===== src/sv/image_to_column_unfold_defines.svh =====
// Assertion macros used by the unfold engine's top RTL file.
`ifndef IMAGE_TO_COLUMN_UNFOLD_DEFINES_SVH
`define IMAGE_TO_COLUMN_UNFOLD_DEFINES_SVH

// Same-cycle implication, checked on every rising edge outside reset.
`define IM2COL_ASSERT_NOW(label, ante, cons, msg) \
    label: assert property (@(posedge clk) disable iff (!rst_n) (ante) |-> (cons)) \
        else $error(msg);

// Next-cycle implication, checked on every rising edge outside reset.
`define IM2COL_ASSERT_NEXT(label, ante, cons, msg) \
    label: assert property (@(posedge clk) disable iff (!rst_n) (ante) |=> (cons)) \
        else $error(msg);

`endif


===== src/sv/im2col_pkg.sv =====
// Types, constants and helper functions of the im2col unfold engine.
`default_nettype none

package im2col_pkg;

    localparam int IMAGE_WORDS  = 16384;
    localparam int MAX_KERNEL   = 8;
    localparam int MAX_CHANNELS = 256;
    localparam int ADDR_W       = $clog2(IMAGE_WORDS);
    localparam int SIZE_MAX     = 1024;
    localparam int REG_ADDR_W   = 5;

    typedef enum logic {
        OP_WRITE  = 1'b0,
        OP_UNFOLD = 1'b1
    } opcode_t;

    typedef enum logic [2:0] {
        REG_IMAGE_HEIGHT = 3'd0,
        REG_IMAGE_WIDTH  = 3'd1,
        REG_KERNEL_ROWS  = 3'd2,
        REG_KERNEL_COLS  = 3'd3,
        REG_PAD_ROWS     = 3'd4,
        REG_PAD_COLS     = 3'd5,
        REG_STEP_ROWS    = 3'd6,
        REG_STEP_COLS    = 3'd7
    } cfg_reg_t;

    typedef struct packed {
        logic [10:0] image_height;
        logic [10:0] image_width;
        logic [3:0]  kernel_rows;
        logic [3:0]  kernel_cols;
        logic [2:0]  pad_rows;
        logic [2:0]  pad_cols;
        logic [3:0]  step_rows;
        logic [3:0]  step_cols;
    } cfg_t;

    typedef struct packed {
        opcode_t     opcode;
        logic [13:0] pixel_address;
        logic [31:0] pixel_value;
        logic [7:0]  channel_index;
        logic [9:0]  out_row;
        logic [9:0]  out_col;
        logic [31:0] col_base;
    } item_t;

    typedef struct packed {
        logic [31:0] col_address;
        logic [31:0] col_value;
        logic        last_tap;
        logic        beyond_store;
    } result_t;

    typedef struct packed {
        logic        busy;
        logic [10:0] rows;
        logic [10:0] cols;
    } grid_status_t;

    function automatic logic [10:0] eff_size(input logic [10:0] v);
        logic [10:0] r;
        if (v == 11'd0)
        begin
            r = 11'd1;
        end
        else if (v > 11'(SIZE_MAX))
        begin
            r = 11'(SIZE_MAX);
        end
        else
        begin
            r = v;
        end
        return r;
    endfunction

    function automatic logic [3:0] eff_kernel(input logic [3:0] v);
        logic [3:0] r;
        if (v == 4'd0)
        begin
            r = 4'd1;
        end
        else if (v > 4'(MAX_KERNEL))
        begin
            r = 4'(MAX_KERNEL);
        end
        else
        begin
            r = v;
        end
        return r;
    endfunction

    function automatic logic [3:0] eff_step(input logic [3:0] v);
        return (v == 4'd0) ? 4'd1 : v;
    endfunction

endpackage

`default_nettype wire


===== src/sv/im2col_grid.sv =====
// Output grid size unit: an iterative divider that works out the grid rows and columns.
`default_nettype none

module im2col_grid (
    input  logic                       clk,
    input  logic                       rst_n,
    input  logic                       start,
    input  im2col_pkg::cfg_t           cfg,
    output im2col_pkg::grid_status_t   status
);
    import im2col_pkg::*;

    localparam int SPAN_W    = 11;
    localparam int DIV_STEPS = SPAN_W;
    localparam int CNT_W     = $clog2(DIV_STEPS + 1);

    // Lane 0 works on the rows, lane 1 on the columns.
    logic [SPAN_W-1:0] span     [2];
    logic [SPAN_W-1:0] ksize    [2];
    logic [3:0]        divisor  [2];
    logic [4:0]        rem_shift[2];
    logic              fits     [2];
    logic [3:0]        rem_next [2];
    logic [SPAN_W-1:0] num_next [2];

    logic [SPAN_W-1:0] num_reg  [2];
    logic [3:0]        den_reg  [2];
    logic [3:0]        rem_reg  [2];
    logic              under_reg[2];
    logic [CNT_W-1:0]  cnt_reg;
    logic              busy_reg;
    logic [SPAN_W-1:0] rows_reg;
    logic [SPAN_W-1:0] cols_reg;

    always_comb
    begin
        span[0]    = eff_size(cfg.image_height) + SPAN_W'({cfg.pad_rows, 1'b0});
        span[1]    = eff_size(cfg.image_width) + SPAN_W'({cfg.pad_cols, 1'b0});
        ksize[0]   = SPAN_W'(eff_kernel(cfg.kernel_rows));
        ksize[1]   = SPAN_W'(eff_kernel(cfg.kernel_cols));
        divisor[0] = eff_step(cfg.step_rows);
        divisor[1] = eff_step(cfg.step_cols);
        for (int i = 0; i < 2; i++)
        begin
            rem_shift[i] = {rem_reg[i], num_reg[i][SPAN_W-1]};
            fits[i]      = rem_shift[i] >= {1'b0, den_reg[i]};
            rem_next[i]  = fits[i] ? 4'(rem_shift[i] - {1'b0, den_reg[i]}) : rem_shift[i][3:0];
            num_next[i]  = {num_reg[i][SPAN_W-2:0], fits[i]};
        end
    end

    always_ff @(posedge clk or negedge rst_n)
    begin
        if (!rst_n)
        begin
            busy_reg <= 1'b0;
            cnt_reg  <= '0;
            rows_reg <= SPAN_W'(1);
            cols_reg <= SPAN_W'(1);
            for (int i = 0; i < 2; i++)
            begin
                num_reg[i]   <= '0;
                den_reg[i]   <= 4'd1;
                rem_reg[i]   <= '0;
                under_reg[i] <= 1'b0;
            end
        end
        else if (start)
        begin
            busy_reg <= 1'b1;
            cnt_reg  <= CNT_W'(DIV_STEPS);
            for (int i = 0; i < 2; i++)
            begin
                under_reg[i] <= span[i] < ksize[i];
                num_reg[i]   <= span[i] - ksize[i];
                den_reg[i]   <= divisor[i];
                rem_reg[i]   <= '0;
            end
        end
        else if (busy_reg)
        begin
            if (cnt_reg != '0)
            begin
                cnt_reg <= cnt_reg - CNT_W'(1);
                for (int i = 0; i < 2; i++)
                begin
                    num_reg[i] <= num_next[i];
                    rem_reg[i] <= rem_next[i];
                end
            end
            else
            begin
                // A kernel larger than the padded plane leaves no output position.
                rows_reg <= under_reg[0] ? '0 : num_reg[0] + SPAN_W'(1);
                cols_reg <= under_reg[1] ? '0 : num_reg[1] + SPAN_W'(1);
                busy_reg <= 1'b0;
            end
        end
    end

    assign status.busy = busy_reg;
    assign status.rows = rows_reg;
    assign status.cols = cols_reg;

endmodule

`default_nettype wire


===== config.mk =====
export PLATFORM = sky130hd
export DESIGN_NAME = im2col_grid
export DESIGN_NICKNAME = d
export VERILOG_FILES = /design/src/sv/image_to_column_unfold_defines.svh /design/src/sv/im2col_pkg.sv /design/src/sv/im2col_grid.sv
export SDC_FILE = /design/constraint.sdc
export NUM_CORES = 1
export LEC_CHECK = 0
export ABC_AREA = 1
export ABC_CLOCK_PERIOD_IN_PS = 2900
export BUFFER_PORTS_ARGS = -buffer_cell sky130_fd_sc_hd__buf_4
export CAP_MARGIN = 15
export CORE_MARGIN = 8
export CORE_UTILIZATION = 60
export DETAILED_ROUTE_END_ITERATION = 10
export GPL_ROUTABILITY_DRIVEN = 0
export HOLD_SLACK_MARGIN = 0.06
export PLACE_DENSITY = 0.91
export SYNTH_ARGS = -nofsm -noshare
export SYNTH_HDL_FRONTEND = slang
export SYNTH_SLANG_ARGS = --single-unit

===== constraint.sdc =====
create_clock -name clk -period 2.9 [get_ports clk]
set_input_delay 0.29 -clock clk [delete_from_list [all_inputs] [get_ports clk]]
set_output_delay 0.29 -clock clk [all_outputs]
set_load 0.05 [all_outputs]

==> run metrics, run 1 <==
post-synth cell types 46; chip width 104.3 um; Final min period 2.856 ns; worst r2r src cnt_reg[0]; Via density 5.666; fin area 5906 um^2; Crit Path Max Fanout 3; Critical Path Source Type input pin; Final Max Slew Viols 0; final hold viol count 0; first-pass GRT wire length 20060 um; Total Power 4.211 mW; Synth Area in Compound Gates 15.68%; Final setup viols 0; MaxCap Viol Count 0; setup TNS 0 ns; main combinational cell family by area after synthesis simple AND/OR/NAND/NOR gates; RSZ-0062 raised after global routing true; post-synthesis cell area 4677 um^2; status finished, final reports clean; cell leakage power 2.978 nW; worst-skew pair later-pin latency 0.35 ns; Critical Path End num_next[21]; nets@finish 801; Non-Filler Instances 827; vias in the first global route 4580; critical-path cell list buf_8, nor2_4, nand4_1, o21ai_4, inv_2, nor2_2, ha_2, fa_1, ha_4, nand2_2, nor2_2, a211oi_2, or2_4, nand2_4, nor2_4, nand3_2, o21ai_2, nand3_2, nand2_1, nand2_1; CP Class input pin to register; Post-Synth Adder-Cell Area 9.524%; Post-Syn Instances 621; Req. time, crit path 3.14 ns; area leader, netlist dfrtp_1; Remaining DRCs 0; Reg2Reg Capture Point cols_reg[7]; # hold bufs at CTS 0; CTS sink count 67; ant diodes 0; initial antenna violation count 0; drt pass-1 iters 5; clk buf depth 2; final wirelength 12410 um; Total Routing Usage GR 21.73%; Core Area 7647 um^2; Crit. End Element register; Worst Hold Class input pin to async pin; Die Ht 104.3 um; total grt overflow 0; ranking of synthesized cells by area dfrtp_1 (34%), nand2_1 (12%), inv_1 (7.3%); Slowest-stage cell, CP fa_1; starting density of the core 61.16%; Setup Skew 0.006385 ns; multiplexer share of the synthesized area 0%; number of port buffers 69; register area share after synthesis 35.96%; Worst-Margin Slew 0.8111 ns; FF+latch count, synth 67; layout cells sized above 1 25.52%; area share of the largest cell type after synthesis 33.71%; ys async rst share 100.0%; largest net degree at the start of global routing 68; R2R depth 8; Slew HR 45.93%; syn_nets 700; Data arrival, critical path 3.10 ns; CTS buffer count 9; Max Fclk 350.1 MHz; Mapped Avg Cell Area 7.531 um^2; pre-CTS setup slack -0.3794 ns; Final period util 98.49%; Worst Setup Slack, final 0.04375 ns; max FFs per register 20; top post-synthesis cells by count nand2_1 (145), inv_1 (91), dfrtp_1 (63), nor2_1 (55), nand3_1 (36); num rows 32; clock-pin slew on the worst setup and hold paths 0.07 ns; Peak supply drop 0.3253 mV; DIE AREA 10880 um^2; wire per inst 15.01 um; crit-path max cell delay 0.43 ns; initial DRC count 426; synth-to-layout area growth 26.27%; Post-DP Area 5554 um^2; count leader, synth nand2_1; number of synthesis warnings 0; Placed Cells 810; Post-Synth Simple-Gate Area 26.03%; CP startpoint cfg[37]; Top FF cell, synth dfrtp_1; Post-synth EDFFs 0; Ports 70; Pwr per Cell Area 713.0 nW/um^2; Post-Synth XOR/XNOR Area 3.531%; register-to-register setup slack 0.69 ns; HPWL after DPL 8992 um; vias 4686; root buf cell clkbuf_8; H-tree Lvls 3; CTS tree done; antenna-violating nets left 0
==> worst min path at each step <==
stage / depth (start not counted) / to / from / slack [ns]
after floorplan: 0 / busy_reg / rst_n / -0.006
after global placement: 1 / cnt_reg[0] / rst_n / 0.44
after detailed placement: 1 / cnt_reg[0] / rst_n / 0.44
after CTS: 1 / num_next[19] / rst_n / 0.08
after global routing: 1 / num_next[1] / rst_n / 0.12
final: 1 / cols_reg[1] / rst_n / 0.04
==> per-stage QoR <==
step                hold WS [ns]  util, %
finish                   0.03831    77.23
global route              0.1183    77.23
CTS                      0.08306    75.62
detailed placement        0.4407    72.63
global placement          0.4369    72.63
floorplan              -0.005591        -
==> what timing repair did <==
item,in CTS,in global routing
setup endpoints to repair,1,9
buffers inserted,1,2
pin swaps,1,30
gates resized for setup,2,33
==> layer usage <==
| layer | track usage, % | vias up | routed length (um) |
|---|---|---|---|
| li1 | - | 2251 | - |
| met1 | 25.68 | 2205 | 5147 |
| met2 | 37.48 | 196 | 6104 |
| met3 | 4.833 | 34 | 853 |
| met4 | 8.170 | 0 | 306 |
| met5 | 0 | - | 0 |
==> worst max-delay path: cells and delay by family <==
kind | cells | cell delay [ns]
adders and majority gates | 3 | 0.90
AOI/OAI and AO/OA | 3 | 0.59
buffers and inverters | 2 | 0.16
and+or+nand+nor | 12 | 1.14
==> layout by cell type, fill, tap and decap left out, types with 10 or more instances in the layout <==
cell type  synthesis  layout
ha_1              26      22
inv_2              4      10
nand2_1          145     140
buf_4              1     101
o21ai_1           15      15
inv_1             91      85
clkbuf_8           0      11
a21oi_1           22      21
nor2_2             7      11
nand3_1           36      31
nor2_1            55      44
o21ai_0           33      32
dfrtp_1           63      63
==> kinds of logic (layout without fill, tap and decap cells) <==
group / count (synthesis) / in the layout
fa+ha+maj: 32 / 32
flops: 67 / 67
compound gates: 115 / 115
xor+xnor: 18 / 18
buf+inv: 111 / 215
simple gates: 278 / 278
==> where the power goes <==
part           internal [mW]  total, mW  switching, mW
logic                  0.707       1.95           1.24
clock network          0.522      0.857          0.335
registers               1.20       1.40          0.202
==> final cells by class <==
| cell class | instances | area (um^2) |
|---|---|---|
| tap | 102 | 127.6 |
| multi-input combinational | 443 | 2714 |
| sequential | 67 | 1682 |
| fill | 494 | 1742 |
| timing repair buffer | 105 | 807.0 |
| clock buffer | 12 | 155.1 |
| inverter | 96 | 360.3 |
| clock inverter | 2 | 60.06 |
No activity file was read; power rests on OpenSTA's default activity.
==> run 2, diff against run 1 <==
--- a/config.mk
+++ b/config.mk
@@ -6,15 +6,16 @@
 export NUM_CORES = 1
 export LEC_CHECK = 0
 export ABC_AREA = 1
-export ABC_CLOCK_PERIOD_IN_PS = 2900
+export ABC_CLOCK_PERIOD_IN_PS = 3100
 export BUFFER_PORTS_ARGS = -buffer_cell sky130_fd_sc_hd__buf_4
 export CAP_MARGIN = 15
 export CORE_MARGIN = 8
-export CORE_UTILIZATION = 60
+export CORE_UTILIZATION = 58
+export CTS_CLUSTER_SIZE = 28
 export DETAILED_ROUTE_END_ITERATION = 10
 export GPL_ROUTABILITY_DRIVEN = 0
 export HOLD_SLACK_MARGIN = 0.06
-export PLACE_DENSITY = 0.91
+export PLACE_DENSITY = 0.89
 export SYNTH_ARGS = -nofsm -noshare
 export SYNTH_HDL_FRONTEND = slang
 export SYNTH_SLANG_ARGS = --single-unit
==> constraint.sdc (replaced) <==
create_clock -name clk -period 3.1 [get_ports clk]
set_input_delay 0.31 -clock clk [delete_from_list [all_inputs] [get_ports clk]]
set_output_delay 0.31 -clock clk [all_outputs]
set_load 0.05 [all_outputs]
==> run 2 against run 1 <==
Total power decreased by 11%. Clock power decreased by 22%. Largest power group unchanged. Sequential share of layout area increased by 1.2 points. Via count decreased by 2.6%. Sequential power decreased by 6%. Routed wire length decreased by 3.2%. Die area increased by 2.9%. Combinational power decreased by 10%. Core utilization decreased by 4.3 points.
==> run metrics, run 2 (synthesized netlist as in run 1, its figures left out) <==
final wirelength 12010 um; Final min period 2.999 ns; fin area 5665 um^2; num rows 32; layout cells sized above 1 20.81%; vias in the first global route 4515; drt pass-1 iters 5; Worst Hold Class input pin to async pin; first-pass GRT wire length 20120 um; Crit Path Max Fanout 3; largest net degree at the start of global routing 68; Ports 70; Post-Route M1 WL 5063 um; Worst-Margin Slew 0.8049 ns; MaxCap Viol Count 0; Req. time, crit path 3.37 ns; number of port buffers 69; Final setup viols 0; Non-Filler Instances 818; synth-to-layout area growth 21.13%; H-tree Lvls 3; root buf cell clkbuf_8; Peak supply drop 0.2733 mV; initial antenna violation count 0; Slew HR 46.34%; Met2 Wirelength 5809 um; Max Fclk 333.4 MHz; Data arrival, critical path 3.27 ns; RSZ-0062 raised after global routing true; Critical Path Source Type input pin; DR top layer met4; max FFs per register 20; Post-DP Area 5421 um^2; Final Max Slew Viols 0; final hold viol count 0; initial DRC count 372; Core Area 7767 um^2; vias 4563; register-to-register setup slack 0.95 ns; Crit. End Element register; wire per inst 14.69 um; Total Routing Usage GR 21.44%; Pwr per Cell Area 659.3 nW/um^2; CTS buffer count 9; Remaining DRCs 0; CTS sink count 67; status finished, final reports clean; Setup Skew 0.01294 ns; nets@finish 790; antenna-violating nets left 0; ant diodes 0; starting density of the core 60.21%; wire length on met3 839 um; cell leakage power 2.902 nW; most frequent cells in the layout nand2_1 (145), buf_4 (94), inv_1 (91); CTS tree done; Die Ht 105.8 um; clock-pin slew on the worst setup and hold paths 0.07 ns; worst-skew pair later-pin latency 0.34 ns; chip width 105.8 um; CP Class input pin to register; Via density 5.578; R2R depth 11; total grt overflow 0; Final period util 96.74%; DIE AREA 11190 um^2; HPWL after DPL 8832 um; clk buf depth 2; Placed Cells 800; commonest non-fill, non-tap cell in the layout nand2_1
-- run 2: through the flow --
stage / hold slack, ns / TNS (ns) / power, mW / setup WS, ns / util, %
floorplan: 0.01441 / 0 / 2.477 / 0.05143 / -
global placement: 0.4478 / -0.01128 / 2.918 / -0.01128 / 69.80
detailed placement: 0.4569 / -1.327 / 3.013 / -0.3085 / 69.80
CTS: 0.08620 / 0 / 3.707 / 0.009944 / 72.15
global route: 0.1308 / -0.1575 / 3.977 / -0.08034 / 72.94
finish: 0.05925 / 0 / 3.735 / 0.1010 / 72.94
-- run 2: area by class of cell --
type                       count  area, um^2
clock buffer                  14       172.7
clock inverter                 2       10.01
fill                         580        2102
inverter                      96       360.3
multi-input combinational    443        2608
sequential                    67        1682
tap                          102       127.6
timing repair buffer          94       705.7
-- run 2: path summary, 6_finish.rpt --
| kind | from | endpoint |
|---|---|---|
| hold / removal | rst_n | cols_reg[1] |
| setup reg to reg | num_next[2] | cols_reg[10] |
| max in group asynchronous | rst_n | num_next[21] |
| hold reg to reg | den_reg[0] | den_reg[0] |
| min in group clk | cfg[3] | den_reg[3] |
| setup / recovery | cfg[38] | num_next[21] |
-- run 2: worst max-delay path: stages --
cell and delay (ns):
buf_4 0.11, nor2_1 0.11, nand4_1 0.17, o21ai_4 0.19
inv_1 0.08, nor2_1 0.10, ha_2 0.20, fa_2 0.47
ha_4 0.27, nand2_1 0.06, nor2_1 0.04, a211oi_2 0.19
or2_4 0.16, nand2_1 0.06, nor2_2 0.14, nand2_1 0.09
nor2_2 0.16, nand3_2 0.10, nand3_1 0.11, nand2_1 0.07
nand2_1 0.07
-- run 2: where the power goes --
part	switching [mW]	internal (mW)	leakage [nW]
logic	1.12	0.626	1.96
registers	0.193	1.12	0.843
clock network	0.316	0.354	0.0965
-- run 2: layer usage --
layer,vias to the layer above,global-route usage [%]
li1,2233,-
met1,2112,26.20
met2,186,35.39
met3,32,5.238
met4,0,8.844
met5,-,0
-- run 2: repair_timing --
item / CTS / global route
hold buffers: 0 / 0
gates resized for setup: 0 / 11
setup endpoints to repair: 0 / 6
setup buffers: 0 / 2
